## config.mk

```make
export PLATFORM = sky130hd
export DESIGN_NAME = clock_synth_serial_program_core_flat
export DESIGN_NICKNAME = d
export VERILOG_FILES = /design/src/sv/cssp_pkg.sv /design/src/sv/cssp_in_if.sv /design/src/sv/cssp_out_if.sv /design/src/sv/cssp_front.sv /design/src/sv/cssp_queue.sv /design/src/sv/cssp_back.sv /design/src/sv/clock_synth_serial_program_core.sv /design/src/flat_wrapper.sv
export SDC_FILE = /design/constraint.sdc
export NUM_CORES = 1
export LEC_CHECK = 0
export BUFFER_PORTS_ARGS = -buffer_cell sky130_fd_sc_hd__buf_4
export CAP_MARGIN = 30
export CORE_MARGIN = 1
export CORE_UTILIZATION = 28
export DETAILED_ROUTE_END_ITERATION = 10
export GPL_TIMING_DRIVEN = 0
export RECOVER_POWER = 25
export REMOVE_ABC_BUFFERS = 1
export SYNTH_ARGS = -nofsm -noshare
export SYNTH_HDL_FRONTEND = slang
export SYNTH_HIERARCHICAL = 1
export SYNTH_SLANG_ARGS = --single-unit
```

## constraint.sdc

```tcl
create_clock -name clk -period 11.3 [get_ports clk]
set_input_delay 2.825 -clock clk [delete_from_list [all_inputs] [get_ports clk]]
set_output_delay 2.825 -clock clk [all_outputs]
set_load 0.03 [all_outputs]
```

## src/sv/cssp_pkg.sv

```systemverilog
// Shared types and constants of the serial-programmed clock synthesiser core.
// No dependencies; the front end, queue, back end, top level and checker import it.
package cssp_pkg;

  localparam int TableEntries = 16;
  localparam int QueueDepth   = 4;
  localparam int FrameBits    = 20;
  localparam int SelWidth     = 4;
  localparam int FreqWidth    = 28;
  localparam int NFieldWidth  = 8;
  localparam int NWidth       = 10;
  localparam int ScaleWidth   = 35;
  localparam int ProdWidth    = NWidth + ScaleWidth;
  localparam int FracBits     = 16;
  localparam int MaxDivLog2   = 3;

  localparam logic [NWidth-1:0]     NOffset      = 10'd257;
  localparam logic [ScaleWidth-1:0] FreqScaleQ16 = 35'd20399051357;
  localparam logic [FreqWidth-1:0]  FreqMax      = 28'd159367888;

  typedef struct packed {
    logic [SelWidth-1:0]    sel;
    logic                   write;
    logic [3:0]             idx;
    logic [NFieldWidth-1:0] n_field;
    logic [1:0]             div_sel;
  } cssp_op_t;

endpackage

```

## src/sv/cssp_in_if.sv

```systemverilog
// Input channel of the synthesiser core: strobe and select lines of one access.
// Depends on nothing.
interface cssp_in_if;
  logic       valid;
  logic       ready;
  logic       strobe_req;
  logic [3:0] select_bits;

  modport source(output valid, strobe_req, select_bits, input ready);
  modport sink(input valid, strobe_req, select_bits, output ready);
endinterface

```

## src/sv/cssp_out_if.sv

```systemverilog
// Result channel of the synthesiser core: selected frequency and write flag.
// Depends on nothing.
interface cssp_out_if;
  logic        valid;
  logic        ready;
  logic [27:0] clock_hz;
  logic        entry_written;

  modport source(output valid, clock_hz, entry_written, input ready);
  modport sink(input valid, clock_hz, entry_written, output ready);
endinterface

```

## src/sv/cssp_front.sv

```systemverilog
// Front end: accepts accesses, runs the serial frame decoder and classifies
// each item as read-only or entry write. Depends on cssp_pkg and cssp_in_if.
module cssp_front (
  input  logic              clk,
  input  logic              rst,
  cssp_in_if.sink           access,
  output logic              push_valid,
  output cssp_pkg::cssp_op_t push_op,
  input  logic              push_ready
);
  import cssp_pkg::*;

  logic                 frame_active, frame_active_next;
  logic [4:0]           bit_count, bit_count_next;
  logic [FrameBits-1:0] shift_word, shift_word_next;
  logic                 prev_data_clock, prev_data_clock_next;
  logic                 write_next;
  logic                 data_clock, data_bit, accept;

  assign access.ready = push_ready;
  assign accept       = access.valid && push_ready;
  assign data_clock   = access.select_bits[3];
  assign data_bit     = access.select_bits[2];

  always_comb begin
    frame_active_next    = frame_active;
    bit_count_next       = bit_count;
    shift_word_next      = shift_word;
    prev_data_clock_next = prev_data_clock;
    write_next           = 1'b0;
    if (access.strobe_req) begin
      if (data_clock && !prev_data_clock) begin
        if (!frame_active) begin
          frame_active_next = data_bit;
          bit_count_next    = 5'd0;
        end else begin
          shift_word_next = {data_bit, shift_word[FrameBits-1:1]};
          bit_count_next  = bit_count + 5'd1;
          if (bit_count_next >= 5'(FrameBits)) begin
            frame_active_next = 1'b0;
            write_next        = 1'b1;
          end
        end
      end
      prev_data_clock_next = data_clock;
    end
  end

  always_ff @(posedge clk) begin
    if (rst) begin
      frame_active    <= 1'b0;
      bit_count       <= 5'd0;
      shift_word      <= '0;
      prev_data_clock <= 1'b0;
    end else if (accept) begin
      frame_active    <= frame_active_next;
      bit_count       <= bit_count_next;
      shift_word      <= shift_word_next;
      prev_data_clock <= prev_data_clock_next;
    end
  end

  assign push_valid      = access.valid;
  assign push_op.sel     = access.select_bits;
  assign push_op.write   = write_next;
  assign push_op.idx     = shift_word_next[5:2];
  assign push_op.n_field = shift_word_next[14:7];
  assign push_op.div_sel = shift_word_next[17:16];
endmodule

```

## src/sv/cssp_queue.sv

```systemverilog
// Short FIFO of classified items between front and back end.
// Depends on cssp_pkg.
module cssp_queue #(
  parameter int DEPTH = cssp_pkg::QueueDepth
) (
  input  logic               clk,
  input  logic               rst,
  input  logic               push_valid,
  input  cssp_pkg::cssp_op_t push_op,
  output logic               push_ready,
  output logic               pop_valid,
  output cssp_pkg::cssp_op_t pop_op,
  input  logic               pop_ready
);
  import cssp_pkg::*;

  localparam int PtrW = (DEPTH > 1) ? $clog2(DEPTH) : 1;
  localparam int CntW = $clog2(DEPTH + 1);

  cssp_op_t        slots [DEPTH];
  logic [PtrW-1:0] wr_ptr, rd_ptr;
  logic [CntW-1:0] count;
  logic            push, pop;

  assign push_ready = count != CntW'(DEPTH);
  assign pop_valid  = count != '0;
  assign push       = push_valid && push_ready;
  assign pop        = pop_valid && pop_ready;
  assign pop_op     = slots[rd_ptr];

  always_ff @(posedge clk) begin
    if (push) begin
      slots[wr_ptr] <= push_op;
    end
  end

  always_ff @(posedge clk) begin
    if (rst) begin
      wr_ptr <= '0;
      rd_ptr <= '0;
      count  <= '0;
    end else begin
      if (push) begin
        wr_ptr <= (wr_ptr == PtrW'(DEPTH - 1)) ? '0 : wr_ptr + PtrW'(1);
      end
      if (pop) begin
        rd_ptr <= (rd_ptr == PtrW'(DEPTH - 1)) ? '0 : rd_ptr + PtrW'(1);
      end
      if (push && !pop) begin
        count <= count + CntW'(1);
      end else if (pop && !push) begin
        count <= count - CntW'(1);
      end
    end
  end
endmodule

```

## src/sv/cssp_back.sv

```systemverilog
// Back end: multiplies N by the scaled reference, applies the post divider,
// updates the frequency table and returns the selected entry.
// Depends on cssp_pkg and cssp_out_if.
module cssp_back #(
  parameter int TABLE_ENTRIES = cssp_pkg::TableEntries
) (
  input  logic               clk,
  input  logic               rst,
  input  logic               op_valid,
  input  cssp_pkg::cssp_op_t op,
  output logic               op_ready,
  cssp_out_if.source         result
);
  import cssp_pkg::*;

  localparam int IdxW = $clog2(TABLE_ENTRIES);

  typedef struct packed {
    logic [SelWidth-1:0]  sel;
    logic                 write;
    logic [3:0]           idx;
    logic [ProdWidth-1:0] product;
    logic [1:0]           div_sel;
  } cssp_mul_t;

  logic [FreqWidth-1:0] freq_table [TABLE_ENTRIES];
  cssp_mul_t            mul;
  logic                 mul_valid;
  logic                 out_valid;
  logic [FreqWidth-1:0] out_hz;
  logic                 out_written;
  logic                 out_load;
  logic [NWidth-1:0]    n_value;
  logic [ProdWidth-1:0] product_next;
  logic [ProdWidth-1:0] scaled;
  logic [FreqWidth-1:0] freq;
  logic [FreqWidth-1:0] read_hz;
  logic [IdxW-1:0]      wr_idx, rd_idx;

  assign out_load = mul_valid && (!out_valid || result.ready);
  assign op_ready = !mul_valid || out_load;

  assign n_value      = NWidth'(op.n_field) + NOffset;
  assign product_next = ProdWidth'(n_value) * ProdWidth'(FreqScaleQ16);

  always_ff @(posedge clk) begin
    if (rst) begin
      mul_valid <= 1'b0;
    end else if (op_ready) begin
      mul_valid <= op_valid;
    end
  end

  always_ff @(posedge clk) begin
    if (op_ready && op_valid) begin
      mul.sel     <= op.sel;
      mul.write   <= op.write;
      mul.idx     <= op.idx;
      mul.product <= product_next;
      mul.div_sel <= op.div_sel;
    end
  end

  assign scaled  = mul.product >> (FracBits + MaxDivLog2 - int'(mul.div_sel));
  assign freq    = scaled[FreqWidth-1:0];
  assign wr_idx  = mul.idx[IdxW-1:0];
  assign rd_idx  = mul.sel[IdxW-1:0];
  assign read_hz = (mul.write && wr_idx == rd_idx) ? freq : freq_table[rd_idx];

  always_ff @(posedge clk) begin
    if (rst) begin
      for (int i = 0; i < TABLE_ENTRIES; i++) begin
        freq_table[i] <= '0;
      end
    end else if (out_load && mul.write) begin
      freq_table[wr_idx] <= freq;
    end
  end

  always_ff @(posedge clk) begin
    if (rst) begin
      out_valid <= 1'b0;
    end else if (out_load) begin
      out_valid <= 1'b1;
    end else if (result.ready) begin
      out_valid <= 1'b0;
    end
  end

  always_ff @(posedge clk) begin
    if (out_load) begin
      out_hz      <= read_hz;
      out_written <= mul.write;
    end
  end

  assign result.valid         = out_valid;
  assign result.clock_hz      = out_hz;
  assign result.entry_written = out_written;
endmodule

```

## src/sv/clock_synth_serial_program_core.sv

```systemverilog
// Serial-programmed clock synthesiser core: one access item in, one result out.
// Accepts one item per clock when the result side keeps up; a result is offered
// after its access passes the queue slot, the multiplier stage and the output
// register (the frame decoder is combinational ahead of the queue). Rate is set
// by the frame decoder in the front end, which advances once per
// item. The 16-entry frequency table is held in flip-flops cleared by reset, so
// no clearing pass is needed and items are taken from the first cycle after
// reset. Depends on cssp_pkg, cssp_in_if, cssp_out_if, cssp_front, cssp_queue
// and cssp_back.
module clock_synth_serial_program_core #(
  parameter int TABLE_ENTRIES = cssp_pkg::TableEntries,
  parameter int QUEUE_DEPTH   = cssp_pkg::QueueDepth
) (
  input  logic       clk,
  input  logic       rst,
  cssp_in_if.sink    access,
  cssp_out_if.source result
);
  import cssp_pkg::*;

  logic     push_valid, push_ready;
  cssp_op_t push_op;
  logic     pop_valid, pop_ready;
  cssp_op_t pop_op;

  cssp_front u_front (
    .clk        (clk),
    .rst        (rst),
    .access     (access),
    .push_valid (push_valid),
    .push_op    (push_op),
    .push_ready (push_ready)
  );

  cssp_queue #(
    .DEPTH (QUEUE_DEPTH)
  ) u_queue (
    .clk        (clk),
    .rst        (rst),
    .push_valid (push_valid),
    .push_op    (push_op),
    .push_ready (push_ready),
    .pop_valid  (pop_valid),
    .pop_op     (pop_op),
    .pop_ready  (pop_ready)
  );

  cssp_back #(
    .TABLE_ENTRIES (TABLE_ENTRIES)
  ) u_back (
    .clk      (clk),
    .rst      (rst),
    .op_valid (pop_valid),
    .op       (pop_op),
    .op_ready (pop_ready),
    .result   (result)
  );
endmodule

```

## src/flat_wrapper.sv

```systemverilog
// flat-port wrapper written by rule: the top's interface ports become plain ports
module clock_synth_serial_program_core_flat import cssp_pkg::*;
#(
  parameter int TABLE_ENTRIES = cssp_pkg::TableEntries,
  parameter int QUEUE_DEPTH   = cssp_pkg::QueueDepth
)
  (clk, rst, access_valid, access_strobe_req, access_select_bits, access_ready, result_valid, result_clock_hz, result_entry_written, result_ready);
  cssp_in_if access_i ();
  cssp_out_if result_i ();
  input  logic clk;
  input  logic rst;
  input wire logic [$bits(access_i.valid)-1:0] access_valid;
  input wire logic [$bits(access_i.strobe_req)-1:0] access_strobe_req;
  input wire logic [$bits(access_i.select_bits)-1:0] access_select_bits;
  output wire logic [$bits(access_i.ready)-1:0] access_ready;
  output wire logic [$bits(result_i.valid)-1:0] result_valid;
  output wire logic [$bits(result_i.clock_hz)-1:0] result_clock_hz;
  output wire logic [$bits(result_i.entry_written)-1:0] result_entry_written;
  input wire logic [$bits(result_i.ready)-1:0] result_ready;
  assign access_i.valid = access_valid;
  assign access_i.strobe_req = access_strobe_req;
  assign access_i.select_bits = access_select_bits;
  assign access_ready = access_i.ready;
  assign result_valid = result_i.valid;
  assign result_clock_hz = result_i.clock_hz;
  assign result_entry_written = result_i.entry_written;
  assign result_i.ready = result_ready;
  clock_synth_serial_program_core #(.TABLE_ENTRIES(TABLE_ENTRIES), .QUEUE_DEPTH(QUEUE_DEPTH)) u_core (.clk(clk), .rst(rst), .access(access_i), .result(result_i));
endmodule
```

==> out/results.tsv <==
metric	value	unit
outcome	finished, violations left	
violated checks	max-capacitance violations, max-slew violations	
Vias	18900	
Sink Count	633	
Final HPWL DP	52.3	mm
most frequently used flop master after synthesis	edfxtp_1	
Vias/cell	4.82	
utilization after layout	0.323	
post-CTS sizing	0	
Crit path required time	11.62	ns
#FFs+latches synth	633	
share of layout cells above drive strength 1	0.159	
slowest stage delay, CP	0.75	ns
Setup crit end kind	flip-flop	
CP Buf/Inv Count	7	
Die ar.	116000	um^2
worst skew pair latency	0.61	ns
Cell variety after synth	72	
Synth top area share	0.552	
routed wire length	79.7	mm
Initial Utilization	0.282	
initial antenna violation count	0	
Hold Violations, Final	0	
synthesized area per cell	13.7	um^2
row count	124	
count of final setup violators	0	
worst rel slew slack	-1.29	
number of global-route vias before repair	19500	
Worst-path clk slew	0.06	ns
largest area contributor in the netlist	edfxtp_1	
ranking of synthesized cells by area	edfxtp_1 (55%), mux4_2 (11%), nor2_1 (5.6%)	
RSZ-0062 raised after global routing	no	
routed len/inst	20.3	um
critical path's slowest cell	dfxtp_1	
Layout area overhead	14.4	%
Tmin final	8.60	ns
most frequent CP cell	inv_1	
Gate Count Post-Synth	2348	
first-pass GRT wire length	120	mm
EDFF count, synth	593	
Max Slew Vio Count	186	
input/output buffers	39	
critical path peak fanout	10	
Post-Syn Area	32200	um^2
DR DRC count	0	
post-synthesis sequential area ratio	0.577	
R2R Setup Slk	2.70	ns
Post-CTS Setup Bufs	0	
Worst-Margin Slew	3.44	ns
core region area	114000	um^2
final period utilization	0.761	
nets@finish	2582	
RD Place Congestion	0.843	
Clock Root Buffer	clkbuf_16	
pre-CTS WS	2.99	ns
Detailed Route Iter0 Violations	1462	
pin count of the biggest net entering global routing	60	
Async SR Flop Fraction	0	
ANT cells	0	
startpoint types	flip-flop	
Detail Route Antenna Nets	0	
cts bufs inserted	69	
Peak Freq	116	MHz
CTS H-tree depth	3	
setup TNS	0	ns
Top Family by Delay on Critical Path	adder cells	
WS Path Type	reg -> reg	
Vert. Die Dim	341	um
Longest Clk Path Bufs	3	
Data arrival, critical path	8.92	ns
overall routing resource usage	0.136	
Max Clock Skew	0.0479	ns
Synth Warn #	6	
setup ws final	2.70	ns
Max-Cap Viols	5	
Post-CTS Hold Fix Bufs	0	
class of the worst hold path	reg -> reg	
Die X	341	um
gr ovfl total	0	
CTS tree	built	
TritonRoute pass-1 iters	7	
IO Pins	40	
[worst paths after layout]
path | cells past startpoint | from | end
setup / recovery | 26 | flip-flop | u_core/u_back/mul[42]$_DFFE_PP_
hold / removal | 2 | u_core/u_front/shift_word[19]$_SDFFE_PP0P_ | u_core/u_front/shift_word[18]$_SDFFE_PP0P_
setup reg to reg | 26 | flip-flop | u_core/u_back/mul[42]$_DFFE_PP_
hold reg to reg | 2 | u_core/u_front/shift_word[19]$_SDFFE_PP0P_ | u_core/u_front/shift_word[18]$_SDFFE_PP0P_
[metal layers]
metal,share of wire,GRT usage,up-vias
met1,0.41,0.174,9580
met4,0.029,0.0440,0
met3,0.063,0.0205,154
met2,0.50,0.234,648
met5,0,0,-
li1,-,-,8511
[cell usage after synthesis, types with 40 or more instances]
| cell | n |
|---|---|
| a21oi_1 | 66 |
| nor2_1 | 481 |
| mux2i_1 | 58 |
| nand3_1 | 41 |
| nand2_1 | 91 |
| mux4_2 | 159 |
| ha_1 | 130 |
| inv_1 | 159 |
| edfxtp_1 | 593 |
| fa_1 | 85 |
| o21ai_0 | 45 |
| dfxtp_1 | 40 |
| clkbuf_1 | 94 |
[per-stage QoR]
stage | instance area, um^2 | hold slack (ns) | cells
after floorplan | 31600 | 0.434 | 2194
final | 36900 | 0.463 | 3923
after global placement | 33800 | 0.454 | 3745
after global routing | 36900 | 0.493 | 3923
after detailed placement | 34900 | 0.459 | 3799
after CTS | 37100 | 0.466 | 3923
[state kept, by name (all words and copies together) (netlist names), named ones only]
| register | count |
|---|---|
| u_core/u_front/bit_count | 5 |
| u_core/u_queue/count | 3 |
| u_core/u_back/freq_table | 448 |
| u_core/u_back/mul_valid | 1 |
| u_core/u_back/result.entry_written | 1 |
| u_core/u_back/result.clock_hz | 28 |
| u_core/u_back/result.valid | 1 |
| u_core/u_back/rd_idx | 4 |
| u_core/u_front/shift_word | 18 |
| u_core/u_queue/wr_ptr | 2 |
| u_core/u_queue/slots | 76 |
| u_core/u_queue/rd_ptr | 2 |
| u_core/u_back/wr_idx | 4 |
| u_core/u_back/mul | 32 |
| u_core/u_front/frame_active | 1 |
| u_core/u_front/prev_data_clock | 1 |
[worst min-delay path, stage by stage (launching register included)]
cell     delay (ns)
dfxtp_1        0.31
nand3_1        0.06
a21oi_1        0.05
[cell families (layout without fill, tap and decap cells)]
group                    Yosys count  in the layout  synth area share
multiplexers                     246            246             0.139
buffers and inverters            313            376            0.0387
AO/OA/AOI/OAI                    183            183            0.0354
XOR/XNOR                          41             41            0.0111
adder cells (fa/ha/maj)          215            215             0.103
AND/OR/NAND/NOR                  717            717            0.0950
flip-flops                       633            633             0.577
[layout make-up]
| type | count | area [um^2] |
|---|---|---|
| clock inverters | 39 | 383 |
| multi-input cells | 1402 | 12500 |
| repair buffers | 93 | 1110 |
| clock buffers | 85 | 1830 |
| fillers | 11200 | 77300 |
| flip-flops and latches | 633 | 18600 |
| inverters | 159 | 597 |
| well taps | 1512 | 1890 |
[layout by cell type (no fill, tap or decap), drive strengths merged, types with 5 or more instances in the layout]
master and instances:
a211oi 6, a21o 23, a21oi 67, and2 5, and3 13, and4 6
buf 66, bufinv 5, clkbuf 112, clkinv 26, dfxtp 40, edfxtp 593
fa 85, ha 130, inv 163, mux2 29, mux2i 58, mux4 159
nand2 91, nand2b 22, nand3 41, nand4 11, nor2 481, nor2b 11
nor3 11, o21a 5, o21ai 50, o21bai 5, o31ai 5, or3 5
xnor2 25, xor2 16
Power is not shown: default switching activity piles up to over one toggle a cycle in this logic, so the estimate is an artifact.
